`config.mk`:
```
export PLATFORM = sky130hd
export DESIGN_NAME = text_stream_line_number_escape
export DESIGN_NICKNAME = d
export VERILOG_FILES = /design/src/rtl/tsle_pkg.sv /design/src/rtl/tsle_core.sv /design/src/rtl/tsle_emit.sv /design/src/rtl/text_stream_line_number_escape.sv
export VERILOG_INCLUDE_DIRS = /design/src /design/src/rtl
export SDC_FILE = /design/constraint.sdc
export NUM_CORES = 1
export LEC_CHECK = 0
export ABC_CLOCK_PERIOD_IN_PS = 3200
export BUFFER_PORTS_ARGS = -buffer_cell sky130_fd_sc_hd__buf_2
export CAP_MARGIN = 20
export CORE_UTILIZATION = 51
export DETAILED_ROUTE_END_ITERATION = 6
export GPL_TIMING_DRIVEN = 0
export PLACE_DENSITY = 0.72
export REMOVE_ABC_BUFFERS = 1
export SYNTH_ARGS = -nofsm -noshare
export SYNTH_HDL_FRONTEND = slang
export SYNTH_SLANG_ARGS = --single-unit
```
`constraint.sdc`:
```
create_clock -name i_clk -period 3.2 [get_ports i_clk]
set_input_delay 0.32 -clock i_clk [delete_from_list [all_inputs] [get_ports i_clk]]
set_output_delay 0.32 -clock i_clk [all_outputs]
set_load 0.05 [all_outputs]
```
`src/rtl/text_stream_line_number_escape_assert.svh`:
```
// ----------------------------------------------------------------------------
// Assertion macros for the text stream filter
// Same-cycle and next-cycle implication checks under synchronous reset.
// ----------------------------------------------------------------------------
`ifndef TEXT_STREAM_LINE_NUMBER_ESCAPE_ASSERT_SVH
`define TEXT_STREAM_LINE_NUMBER_ESCAPE_ASSERT_SVH

// Consequent must hold in the same cycle as the antecedent
`define TSLE_ASSERT_IMP(lbl, clk, rst_n, ante, cons) \
    lbl: assert property (@(posedge clk) disable iff (!rst_n) (ante) |-> (cons)) \
        else $error("tsle check failed");

// Consequent must hold in the cycle after the antecedent
`define TSLE_ASSERT_NXT(lbl, clk, rst_n, ante, cons) \
    lbl: assert property (@(posedge clk) disable iff (!rst_n) (ante) |=> (cons)) \
        else $error("tsle check failed");

`endif

```
`src/rtl/tsle_pkg.sv`:
```
// ----------------------------------------------------------------------------
// tsle_pkg
// Types, sizes and character codes shared by the text stream filter.
// ----------------------------------------------------------------------------
package tsle_pkg;

    // Line number width in decimal digits and derived sizes
    localparam int NUM_DIGITS = 6;
    localparam int CNT_W      = 4 * NUM_DIGITS;
    localparam int PREFIX_LEN = NUM_DIGITS + 1;
    localparam int BODY_MAX   = 4;
    localparam int JOB_MAX    = PREFIX_LEN + BODY_MAX;
    localparam int LEN_W      = $clog2(JOB_MAX + 1);
    localparam int POS_W      = $clog2(JOB_MAX);
    localparam int BODY_W     = $clog2(BODY_MAX + 1);
    localparam int CFG_IDX_W  = 3;

    // Register indexes of the configuration port
    typedef enum logic [CFG_IDX_W-1:0] {
        REG_NUMBER_ALL      = 3'd0,
        REG_NUMBER_NONBLANK = 3'd1,
        REG_SQUEEZE_BLANK   = 3'd2,
        REG_SHOW_NONPRINT   = 3'd3,
        REG_SHOW_TABS       = 3'd4,
        REG_SHOW_ENDS       = 3'd5
    } t_cfg_reg;

    // Character codes
    localparam logic [7:0] CH_TAB    = 8'h09;
    localparam logic [7:0] CH_LF     = 8'h0A;
    localparam logic [7:0] CH_SPACE  = 8'h20;
    localparam logic [7:0] CH_DOLLAR = 8'h24;
    localparam logic [7:0] CH_DASH   = 8'h2D;
    localparam logic [7:0] CH_ZERO   = 8'h30;
    localparam logic [7:0] CH_QMARK  = 8'h3F;
    localparam logic [7:0] CH_I      = 8'h49;
    localparam logic [7:0] CH_M      = 8'h4D;
    localparam logic [7:0] CH_CARET  = 8'h5E;
    localparam logic [6:0] CH_DEL    = 7'h7F;

    typedef struct packed {
        logic [7:0] in_byte;
        logic       first_of_file;
    } t_in_item;

    typedef struct packed {
        logic [7:0] out_byte;
        logic       last_of_run;
    } t_out_item;

    typedef struct packed {
        logic number_all;
        logic number_nonblank;
        logic squeeze_blank;
        logic show_nonprint;
        logic show_tabs;
        logic show_ends;
    } t_cfg;

    // All bytes one input item produces, in output order
    typedef struct packed {
        logic [JOB_MAX-1:0][7:0] bytes;
        logic [LEN_W-1:0]        len;
    } t_job;

endpackage

```
`src/rtl/tsle_core.sv`:
```
// ----------------------------------------------------------------------------
// tsle_core
// Line state and per-item expansion into a list of output bytes.
// ----------------------------------------------------------------------------
module tsle_core
    import tsle_pkg::*;
(
    input  logic     i_clk,
    input  logic     i_rst_n,
    input  t_cfg     i_cfg,
    input  logic     i_accept,
    input  t_in_item i_item,
    output logic     o_job_valid,
    output t_job     o_job
);

    logic [CNT_W-1:0] r_cnt;
    logic             r_start;
    logic [1:0]       r_run;

    logic [CNT_W-1:0] base_cnt;
    logic             base_start;
    logic [1:0]       base_run;
    logic [7:0]       c;
    logic             is_lf;
    logic             squeezed;
    logic             do_num;
    logic             all_nine;
    logic             carry;
    logic             seen;
    logic [3:0]       dig;
    logic [CNT_W-1:0] inc_cnt;
    logic [CNT_W-1:0] n_cnt;
    logic [1:0]       n_run;
    logic [PREFIX_LEN-1:0][7:0] prefix;
    logic [BODY_MAX-1:0][7:0]   body;
    logic [BODY_W-1:0]          nb;
    logic [1:0][7:0]            esc;
    logic [BODY_W-1:0]          esc_n;

    // Apply file start, then decide squeeze and numbering
    always_comb begin
        c          = i_item.in_byte;
        base_cnt   = i_item.first_of_file ? '0 : r_cnt;
        base_start = i_item.first_of_file ? 1'b1 : r_start;
        base_run   = i_item.first_of_file ? 2'd1 : r_run;
        is_lf      = (c == CH_LF);
        squeezed   = i_cfg.squeeze_blank && is_lf && base_run[1];
        do_num     = base_start && (i_cfg.number_nonblank ? !is_lf : i_cfg.number_all);
    end

    // Saturating BCD increment, digit by digit from the bottom
    always_comb begin
        all_nine = 1'b1;
        for (int d = 0; d < NUM_DIGITS; d++) begin
            if (base_cnt[4*d +: 4] != 4'd9) all_nine = 1'b0;
        end
        inc_cnt = base_cnt;
        carry   = !all_nine;
        for (int d = 0; d < NUM_DIGITS; d++) begin
            if (carry) begin
                if (base_cnt[4*d +: 4] == 4'd9) begin
                    inc_cnt[4*d +: 4] = 4'd0;
                end else begin
                    inc_cnt[4*d +: 4] = base_cnt[4*d +: 4] + 4'd1;
                    carry = 1'b0;
                end
            end
        end
    end

    // Right-justified number with blank padding, then a tab
    always_comb begin
        seen = 1'b0;
        dig  = '0;
        for (int d = NUM_DIGITS - 1; d >= 0; d--) begin
            dig = inc_cnt[4*d +: 4];
            if (dig != 4'd0 || d == 0) seen = 1'b1;
            prefix[NUM_DIGITS-1-d] = seen ? (CH_ZERO | {4'h0, dig}) : CH_SPACE;
        end
        prefix[NUM_DIGITS] = CH_TAB;
    end

    // Caret form of the low seven bits
    always_comb begin
        if (c[6:5] == 2'b00) begin
            esc[0] = CH_CARET;
            esc[1] = {3'b010, c[4:0]};
            esc_n  = BODY_W'(2);
        end else if (c[6:0] == CH_DEL) begin
            esc[0] = CH_CARET;
            esc[1] = CH_QMARK;
            esc_n  = BODY_W'(2);
        end else begin
            esc[0] = {1'b0, c[6:0]};
            esc[1] = '0;
            esc_n  = BODY_W'(1);
        end
    end

    // Bytes of the character itself
    always_comb begin
        body = '0;
        nb   = BODY_W'(1);
        if (is_lf) begin
            if (i_cfg.show_ends) begin
                body[0] = CH_DOLLAR;
                body[1] = CH_LF;
                nb      = BODY_W'(2);
            end else begin
                body[0] = CH_LF;
            end
        end else if (c == CH_TAB) begin
            if (i_cfg.show_tabs) begin
                body[0] = CH_CARET;
                body[1] = CH_I;
                nb      = BODY_W'(2);
            end else begin
                body[0] = CH_TAB;
            end
        end else if (i_cfg.show_nonprint) begin
            if (c[7]) begin
                body[0] = CH_M;
                body[1] = CH_DASH;
                body[2] = esc[0];
                body[3] = esc[1];
                nb      = BODY_W'(2) + esc_n;
            end else begin
                body[0] = esc[0];
                body[1] = esc[1];
                nb      = esc_n;
            end
        end else begin
            body[0] = c;
        end
    end

    // Pack prefix and body into one list
    always_comb begin
        o_job.bytes = '0;
        if (do_num) begin
            for (int k = 0; k < PREFIX_LEN; k++) o_job.bytes[k] = prefix[k];
            for (int k = 0; k < BODY_MAX; k++) o_job.bytes[PREFIX_LEN+k] = body[k];
            o_job.len = LEN_W'(PREFIX_LEN) + LEN_W'(nb);
        end else begin
            for (int k = 0; k < BODY_MAX; k++) o_job.bytes[k] = body[k];
            o_job.len = LEN_W'(nb);
        end
        o_job_valid = i_accept && !squeezed;
    end

    // Next line state
    always_comb begin
        n_cnt = do_num ? inc_cnt : base_cnt;
        if (!is_lf)           n_run = 2'd0;
        else if (base_run[1]) n_run = 2'd2;
        else                  n_run = base_run + 2'd1;
    end

    // Update state on every item that is not squeezed
    always_ff @(posedge i_clk) begin
        if (!i_rst_n) begin
            r_cnt   <= '0;
            r_start <= 1'b1;
            r_run   <= 2'd1;
        end else if (i_accept && !squeezed) begin
            r_cnt   <= n_cnt;
            r_start <= is_lf;
            r_run   <= n_run;
        end
    end

endmodule

```
`src/rtl/tsle_emit.sv`:
```
// ----------------------------------------------------------------------------
// tsle_emit
// Holds one expanded item and sends its bytes through the output register.
// ----------------------------------------------------------------------------
`include "text_stream_line_number_escape_assert.svh"

module tsle_emit
    import tsle_pkg::*;
(
    input  logic      i_clk,
    input  logic      i_rst_n,
    input  logic      i_job_valid,
    input  t_job      i_job,
    output logic      o_job_ready,
    output logic      o_out_valid,
    input  logic      i_out_stall,
    output t_out_item o_out
);

    logic             r_job_valid;
    t_job             r_job;
    logic [POS_W-1:0] r_pos;
    logic             r_out_valid;
    t_out_item        r_out;

    logic out_free;
    logic move;
    logic last;

    // Move one byte whenever the output register can take it
    always_comb begin
        out_free    = !r_out_valid || !i_out_stall;
        move        = r_job_valid && out_free;
        last        = (LEN_W'(r_pos) + LEN_W'(1)) == r_job.len;
        o_job_ready = !r_job_valid || (move && last);
        o_out_valid = r_out_valid;
        o_out       = r_out;
    end

    // Control: item buffer occupancy, byte position, output valid
    always_ff @(posedge i_clk) begin
        if (!i_rst_n) begin
            r_job_valid <= 1'b0;
            r_pos       <= '0;
            r_out_valid <= 1'b0;
        end else begin
            if (move) begin
                r_out_valid <= 1'b1;
            end else if (out_free) begin
                r_out_valid <= 1'b0;
            end
            if (i_job_valid) begin
                r_job_valid <= 1'b1;
                r_pos       <= '0;
            end else if (move) begin
                if (last) begin
                    r_job_valid <= 1'b0;
                    r_pos       <= '0;
                end else begin
                    r_pos <= r_pos + POS_W'(1);
                end
            end
        end
    end

    // Payload: load item, drive output byte
    always_ff @(posedge i_clk) begin
        if (i_job_valid) begin
            r_job <= i_job;
        end
        if (move) begin
            r_out.out_byte    <= r_job.bytes[r_pos];
            r_out.last_of_run <= last;
        end
    end

    `TSLE_ASSERT_IMP(a_load_when_ready, i_clk, i_rst_n, i_job_valid, o_job_ready)
    `TSLE_ASSERT_IMP(a_pos_in_range, i_clk, i_rst_n, r_job_valid,
                     LEN_W'(r_pos) < r_job.len)
    `TSLE_ASSERT_NXT(a_pos_advances, i_clk, i_rst_n, move && !last && !i_job_valid,
                     r_job_valid && (r_pos == $past(r_pos) + POS_W'(1)))
    `TSLE_ASSERT_NXT(a_out_after_move, i_clk, i_rst_n, move, r_out_valid)

endmodule

```
`src/rtl/text_stream_line_number_escape.sv`:
```
// An accepted item is held in the item buffer, and its bytes pass through the output register
// at one result byte per cycle while the output is not stalled. An item expands into 1 to 11
// bytes on the single output byte lane; the next item is taken as its last byte moves, so
// one-byte items run back to back. A squeezed blank line is accepted and yields nothing.
// Reset: synchronous, active low; clears configuration, line state and both buffers.
// ----------------------------------------------------------------------------
// text_stream_line_number_escape
// Text byte filter with line numbering, blank-line squeeze and visible escapes.
// ----------------------------------------------------------------------------
module text_stream_line_number_escape
    import tsle_pkg::*;
(
    input  logic                 i_clk,
    input  logic                 i_rst_n,
    input  logic                 i_in_valid,
    output logic                 o_in_stall,
    input  t_in_item             i_in,
    output logic                 o_out_valid,
    input  logic                 i_out_stall,
    output t_out_item            o_out,
    input  logic                 i_cfg_valid,
    output logic                 o_cfg_ready,
    input  logic [CFG_IDX_W-1:0] i_cfg_index,
    input  logic                 i_cfg_data
);

    t_cfg r_cfg;
    logic accept;
    logic job_valid;
    logic job_ready;
    t_job job;

    assign o_cfg_ready = 1'b1;
    assign o_in_stall  = !job_ready;
    assign accept      = i_in_valid && job_ready;

    // Configuration register writes; unknown indexes are dropped
    always_ff @(posedge i_clk) begin
        if (!i_rst_n) begin
            r_cfg <= '0;
        end else if (i_cfg_valid && o_cfg_ready) begin
            unique case (t_cfg_reg'(i_cfg_index))
                REG_NUMBER_ALL:      r_cfg.number_all      <= i_cfg_data;
                REG_NUMBER_NONBLANK: r_cfg.number_nonblank <= i_cfg_data;
                REG_SQUEEZE_BLANK:   r_cfg.squeeze_blank   <= i_cfg_data;
                REG_SHOW_NONPRINT:   r_cfg.show_nonprint   <= i_cfg_data;
                REG_SHOW_TABS:       r_cfg.show_tabs       <= i_cfg_data;
                REG_SHOW_ENDS:       r_cfg.show_ends       <= i_cfg_data;
                default: ;
            endcase
        end
    end

    tsle_core u_core (
        .i_clk       (i_clk),
        .i_rst_n     (i_rst_n),
        .i_cfg       (r_cfg),
        .i_accept    (accept),
        .i_item      (i_in),
        .o_job_valid (job_valid),
        .o_job       (job)
    );

    tsle_emit u_emit (
        .i_clk       (i_clk),
        .i_rst_n     (i_rst_n),
        .i_job_valid (job_valid),
        .i_job       (job),
        .o_job_ready (job_ready),
        .o_out_valid (o_out_valid),
        .i_out_stall (i_out_stall),
        .o_out       (o_out)
    );

endmodule
```
# Yosys cells after proc, flatten, opt, wreduce, memory -nomap -nowiden
# Cells that the tools add are included.
[word_totals] ff_bits=140 inputBits=18 output_inout_bits=12 word_cells=174
[op_classes] add_sub_neg=10 n_lt_le_gt_ge=1 eq_ne=21 muxes=77 n_bitwise=1 reduce_logical=35
[ops] op="16-bit two-way mux" count=7
[ops] op="24-bit two-way mux" count=3
[ops] op="4-bit two-way mux" count=14
[ops] op="36-bit two-way mux" count=1
[ops] op="8-bit binary-select mux with 4-bit select" count=1
[ops] op="4-bit by 1-bit adder with 4-bit output (second input constant)" count=7
[ops] op="1-bit two-way mux" count=28
[ops] op="5-bit two-way mux" count=5
[ops] op="4-bit == test (second input constant)" count=6
[ops] op="4-bit != test (second input constant)" count=6
[ops] op="20-bit two-way mux" count=1
[ops] op="4-bit nonzero test" count=5
[ops] op="8-bit by 4-bit == test with 1-bit output (second input constant)" count=2
[ops] op="8-bit two-way mux" count=2
[ops] op="2-bit AND reduction" count=8
[ops] op="3-bit two-way mux" count=5
[ops] op="14-bit two-way mux" count=1
[ops] op="7-bit two-way mux" count=2
[ops] op="2-bit two-way mux" count=6
[ops] op="7-bit == test (second input constant)" count=1
[ops] op="1-bit logical AND" count=7
[ops] op="1-bit logical NOT" count=7
[ops] op="3-bit by 2-bit == test with 1-bit output (second input constant)" count=2
[ops] op="3-bit == test (second input constant)" count=2
[ops] op="13 further kinds" count=16

# Logic depth before layout (Yosys ltp)
[depth] word_depth=24 depth_mapped=11 depth_no_buf=10

# By module
# From an unflattened synthesis, not the netlist that was laid out.
[unflattened] hier_cells=724 hier_area_um2=7728.7
[by_module_without_submodules] mod="tsle_emit" n_inst=1 cells_each=211 area_per_inst_um2=4126.5 seq_area_each_um2=3153.0
[by_module_without_submodules] mod="tsle_core" n_inst=1 cells_each=484 area_per_inst_um2=3300.7 seq_area_each_um2=540.5
[by_module_without_submodules] mod="text_stream_line_number_escape" n_inst=1 cells_each=29 area_per_inst_um2=301.5 seq_area_each_um2=120.1

# Worst setup path before layout
# No wires, ideal clock.
[synth_path] path_type="input to register" startpoint="input i_in[0] (netlist bit)" endpoint="register u_emit.r_job[32] (netlist bit), data pin" setup_time_ps=279 arrival_time_ps=2396 t_required_ps=2921 path_slack_ps=525 cell_stages=8 path_buffers=2 cell_sequence="buf_2 > or4b_4 > nor4_2 > and2_0 > buf_4 > mux2_2 > nor4_2 > a41oi_1"
[synth_lines] element="start, declared" line="text_stream_line_number_escape.sv:17" rtl="input t_in_item i_in,"
[synth_lines] element="end signal, assigned" line="tsle_emit.sv:69" rtl="r_job <= i_job;"
[synth_lines] element="end, declared" line="tsle_emit.sv:21" rtl="t_job r_job;"

# Worst setup path after layout
[layout_path] startpoint="register u_emit.r_pos[0]" endpoint="register u_core.r_cnt[7]"
[layout_between] elab_chain_len=6
[layout_rtl] element="start, declared" line="tsle_emit.sv:22" rtl="logic [POS_W-1:0] r_pos;"
[layout_rtl] element="start signal, assigned" line="tsle_emit.sv:60" rtl="r_pos <= r_pos + POS_W'(1);"
[layout_rtl] element="4-bit by 1-bit adder with 4-bit output" line="tsle_emit.sv:34" rtl="last = (LEN_W'(r_pos) + LEN_W'(1)) == r_job.len;"
[layout_rtl] element="4-bit == test" line="tsle_emit.sv:34"
[layout_rtl] element="1-bit logical AND" line="tsle_emit.sv:35" rtl="o_job_ready = !r_job_valid || (move && last);"
[layout_rtl] element="1-bit logical OR" line="tsle_emit.sv:35"
[layout_rtl] element="1-bit logical AND" line="text_stream_line_number_escape.sv:35" rtl="assign accept = i_in_valid && job_ready;"
[layout_rtl] element="1-bit logical AND" line="tsle_core.sv:166" rtl="end else if (i_accept && !squeezed) begin"
[layout_rtl] element="end signal, assigned" line="tsle_core.sv:167" rtl="r_cnt <= n_cnt;"
[layout_rtl] element="end, declared" line="tsle_core.sv:17" rtl="logic [CNT_W-1:0] r_cnt;"
# Every way passes these cells.
# A chain may end at the register's enable or synchronous reset.

==> impl_metrics.ini <==
[setup_path]
start_kind = flip-flop
critical_path_class = flip-flop to flip-flop
slowest_stage = dfxtp_2
worstPathRequired_ns = 3.52
critPathArrivalTime_ns = 3.36
worstPathCellList = buf_16 > ha_1 > xnor2_1 > nand2_1 > o41ai_4 > nand2b_4 > inv_6 > buf_16 > nand2_1 > o41ai_1
r2r_end = u_core.r_cnt[7]
rr_worst_depth = 10
crit_path_end = u_core.r_cnt[7]
regToRegSetupSlack_ns = 0.16
cp_num_buf_inv = 3
critPathMaxStageDelay_ns = 0.53
cp-end-kind = flip-flop
crit_fanout = 34
path_delay_family = buffers and inverters
r2r_start = u_emit.r_pos[0]
path_depth = 10
crit_start = u_emit.r_pos[0]

[global_route]
first_global_vias = 5231
grt_max_degree = 48
antenna_found_initial = 0
grt_pass1_wl_mm = 28.4
use_met1_pct = 35.6
met2_usage_pct = 41.6
grt_use_total_pct = 26.6
busiest_layer = met2
overflow = 0
grt_use_met3_pct = 5.62

[power_and_ir_drop]
p_int_w = 0.00317
power_density_mw_per_mm2 = 538
p_comb_share_pct = 8.6
p_total_w = 0.00419
p_leak_nw = 2.61
p_switching_w = 0.00102
clkPwrFrac_pct = 48.9
p_sw_share_pct = 24.3
ir_drop_v = 0.000414
seq_power_share_pct = 42.5

[die]
start_util_pct = 53.1
die_y_um = 118
ioPinCount = 30
core-area_mm2 = 0.0128
die_area_mm2 = 0.0138
chipWidth_um = 118
rows = 41

[synth]
synth_top_area_share_pct = 36.1
ys.flop_type = edfxtp_1
synth_top_area_cell = edfxtp_1
syn_inst = 684
netlist_area_mm2 = 0.00682
seq_area_frac_synth_pct = 47.6
synth_area_leaders = edfxtp_1 (36%), dfxtp_1 (11%), nor2_1 (5.0%), mux2i_1 (3.4%), nand2_1 (3.4%)
ys_types = 81
syn_area_per_cell_um2 = 9.96
synthArstFlopShare_pct = 0
synth_warnings = 0
synth_seq_cells = 121
synth_edf_count = 82

[final_layout]
diodes = 0
syn2layout_area_growth_pct = 14.3
drive_above_1_share_pct = 16.0
finalInstanceArea_mm2 = 0.00779
fillers = 1050
nNetsFinal = 710

[clocking]
cts.clk_slew.worst_paths_ns = 0.06
tritoncts = yes
hold_buffers = 0
clk_latency_ns = 0.42
cts_buffers = 17
cts_num_sinks = 121
htreeDepth = 4
root_buffer = clkbuf_16
clockBufferDepth = 2

[sta]
finalHoldViolations = 0
clock_skew_ns = 0.00539
post-route-period-util_pct = 94.9
rsz0062_at_grt = false
fin_crit_ns = 3.04
slew_viol_final = 0
worst_pin_slew_ns = 0.810
slew_headroom_pct = 46.0
fmax_mhz = 329
setup_viol = 0

[place]
placed_cell_area_mm2 = 0.00705
dpl.hpwl_mm = 11.6
gp_congestion = 0.907
placement.io_buffers = 28

[drt]
ant_nets = 0
drc = 0
wirelength_mm = 18.0
drtPass1Iterations = 6
drt-initial-drc-count = 673
avgRoutedWirePerCell_um = 20.6
vias = 5604
via_per_inst = 6.41

[min_path]
hold_path_depth = 3
hp-class = input port to flip-flop

[job]
cap_violations = 0

[run_status]
status = completed
## kinds of logic after synthesis
kind of cell	count (synthesis)	synth area share [%]
multiplexers	35	6.52
other	1	0.0550
adder cells (fa/ha/maj)	3	0.551
XOR/XNOR	18	2.31
AO/OA/AOI/OAI	163	16.6
flip-flops	121	47.6
AND/OR/NAND/NOR	269	21.6
buffers and inverters	74	4.86
## cell usage after synthesis (4+ instances only)
library cell,number
buf_6,4
inv_1,21
o21ai_0,29
a31oi_1,10
xnor2_1,16
o211ai_1,6
nand2b_1,4
buf_4,4
mux4_2,7
nor3_1,11
edfxtp_1,82
a21oi_1,37
o41ai_1,9
mux2i_1,23
o31ai_1,5
clkbuf_1,31
nand3_1,14
buf_2,7
mux2_2,5
or4_1,7
nor2_1,91
a211o_1,4
a21boi_0,5
nor2b_1,9
nor4_1,6
o32ai_1,8
a211oi_1,5
a32oi_1,7
buf_1,6
o22ai_1,6
and2_1,9
dfxtp_1,39
a221oi_1,7
nand2_1,61
nand4_1,7
or3_1,7
## final cells by class
type | count | area [um2] | area share [%]
inverter | 22 | 87.6 | 1.12
timing repair buffer | 37 | 338 | 4.34
multi-input combinational | 490 | 3280 | 42.1
clock inverter | 14 | 196 | 2.52
tap | 172 | 215 | 2.76
clock buffer | 18 | 429 | 5.51
sequential | 121 | 3250 | 41.7
## registers in the layout, indices dropped and copies added (netlist names)
register	count
u_emit.r_job	73
u_core.r_cnt	24
u_emit.o_out	9
r_cfg	6
u_emit.r_pos	4
u_core.r_run	2
u_core.r_start	1
u_emit.o_out_valid	1
u_emit.r_job_valid	1
## timing repair
action | 4_1_cts | 5_1_grt
setup endpoints to repair | 95 | 3
pin swaps | 1 | 1
gates resized for setup | 5 | 3
gates cloned | 2 | 0
setup buffers | 1 | 1
endpoints found under the hold margin | 0 | 0
## worst min-delay path, cell delays in order
cell	delay, ns
buf_2	0.11
o31ai_4	0.09
a21oi_1	0.07
## routing by layer
| metal | up-vias | part of all wire [%] | wire [um] |
|---|---|---|---|
| met2 | 270 | 47 | 8520 |
| met5 | - | 0 | 0 |
| met1 | 2700 | 42 | 7650 |
| met3 | 46 | 7.7 | 1380 |
| met4 | 0 | 2.6 | 469 |
| li1 | 2588 | - | - |
## how the worst min path moves through the flow
stage | from | end
after detailed placement | u_core.r_run[0] | u_core.r_run[0]
after global routing | i_in_valid | u_emit.r_job_valid
after floorplan | i_rst_n | u_core.r_run[0]
after CTS | i_in_valid | u_emit.r_job_valid
after global placement | u_core.r_run[0] | u_core.r_run[0]
final | i_in_valid | u_emit.r_job_valid
## metrics by stage
stage / setup TNS (ns) / utilization (%) / setup WS (ns) / hold WS, ns / std cells
global placement: -212.40 / 54.0 / -2.34 / 0.451 / 832
floorplan: -39.98 / - / -0.606 / 0.392 / 632
CTS: 0 / 60.4 / 0.00212 / 0.215 / 872
detailed placement: -24.93 / 55.0 / -0.670 / 0.482 / 837
global route: 0 / 60.7 / 0.0106 / 0.240 / 874
finish: 0 / 60.7 / 0.164 / 0.229 / 874
## cell usage in the layout (no fill, tap or decap), drive strengths merged, types with 8 or more instances in the layout
master / netlist / final
o32ai: 8 / 8
nand2: 62 / 62
nor2b: 9 / 9
nor3: 12 / 12
a21oi: 38 / 38
or4: 8 / 8
clkbuf: 31 / 18
nor2: 92 / 92
inv: 22 / 25
edfxtp: 82 / 82
o21ai: 29 / 29
dfxtp: 39 / 39
and2: 10 / 10
nand3: 16 / 16
mux2i: 23 / 23
xnor2: 16 / 16
buf: 21 / 36
o41ai: 10 / 10
nor4: 11 / 11
a31oi: 10 / 10
## power by group through the flow
| stage | Clock (W) | Sequential [W] | Combinational (W) |
|---|---|---|---|
| finish | 0.00205 | 0.00178 | 0.000362 |
| global route | 0.00211 | 0.00179 | 0.000387 |
| CTS | 0.00206 | 0.00178 | 0.000351 |
| detailed placement | 0 | 0.00181 | 0.000329 |
| global placement | 0 | 0.00182 | 0.000300 |
| floorplan | 0 | 0.00184 | 0.000168 |
No activity file was read; power rests on OpenSTA's default activity.
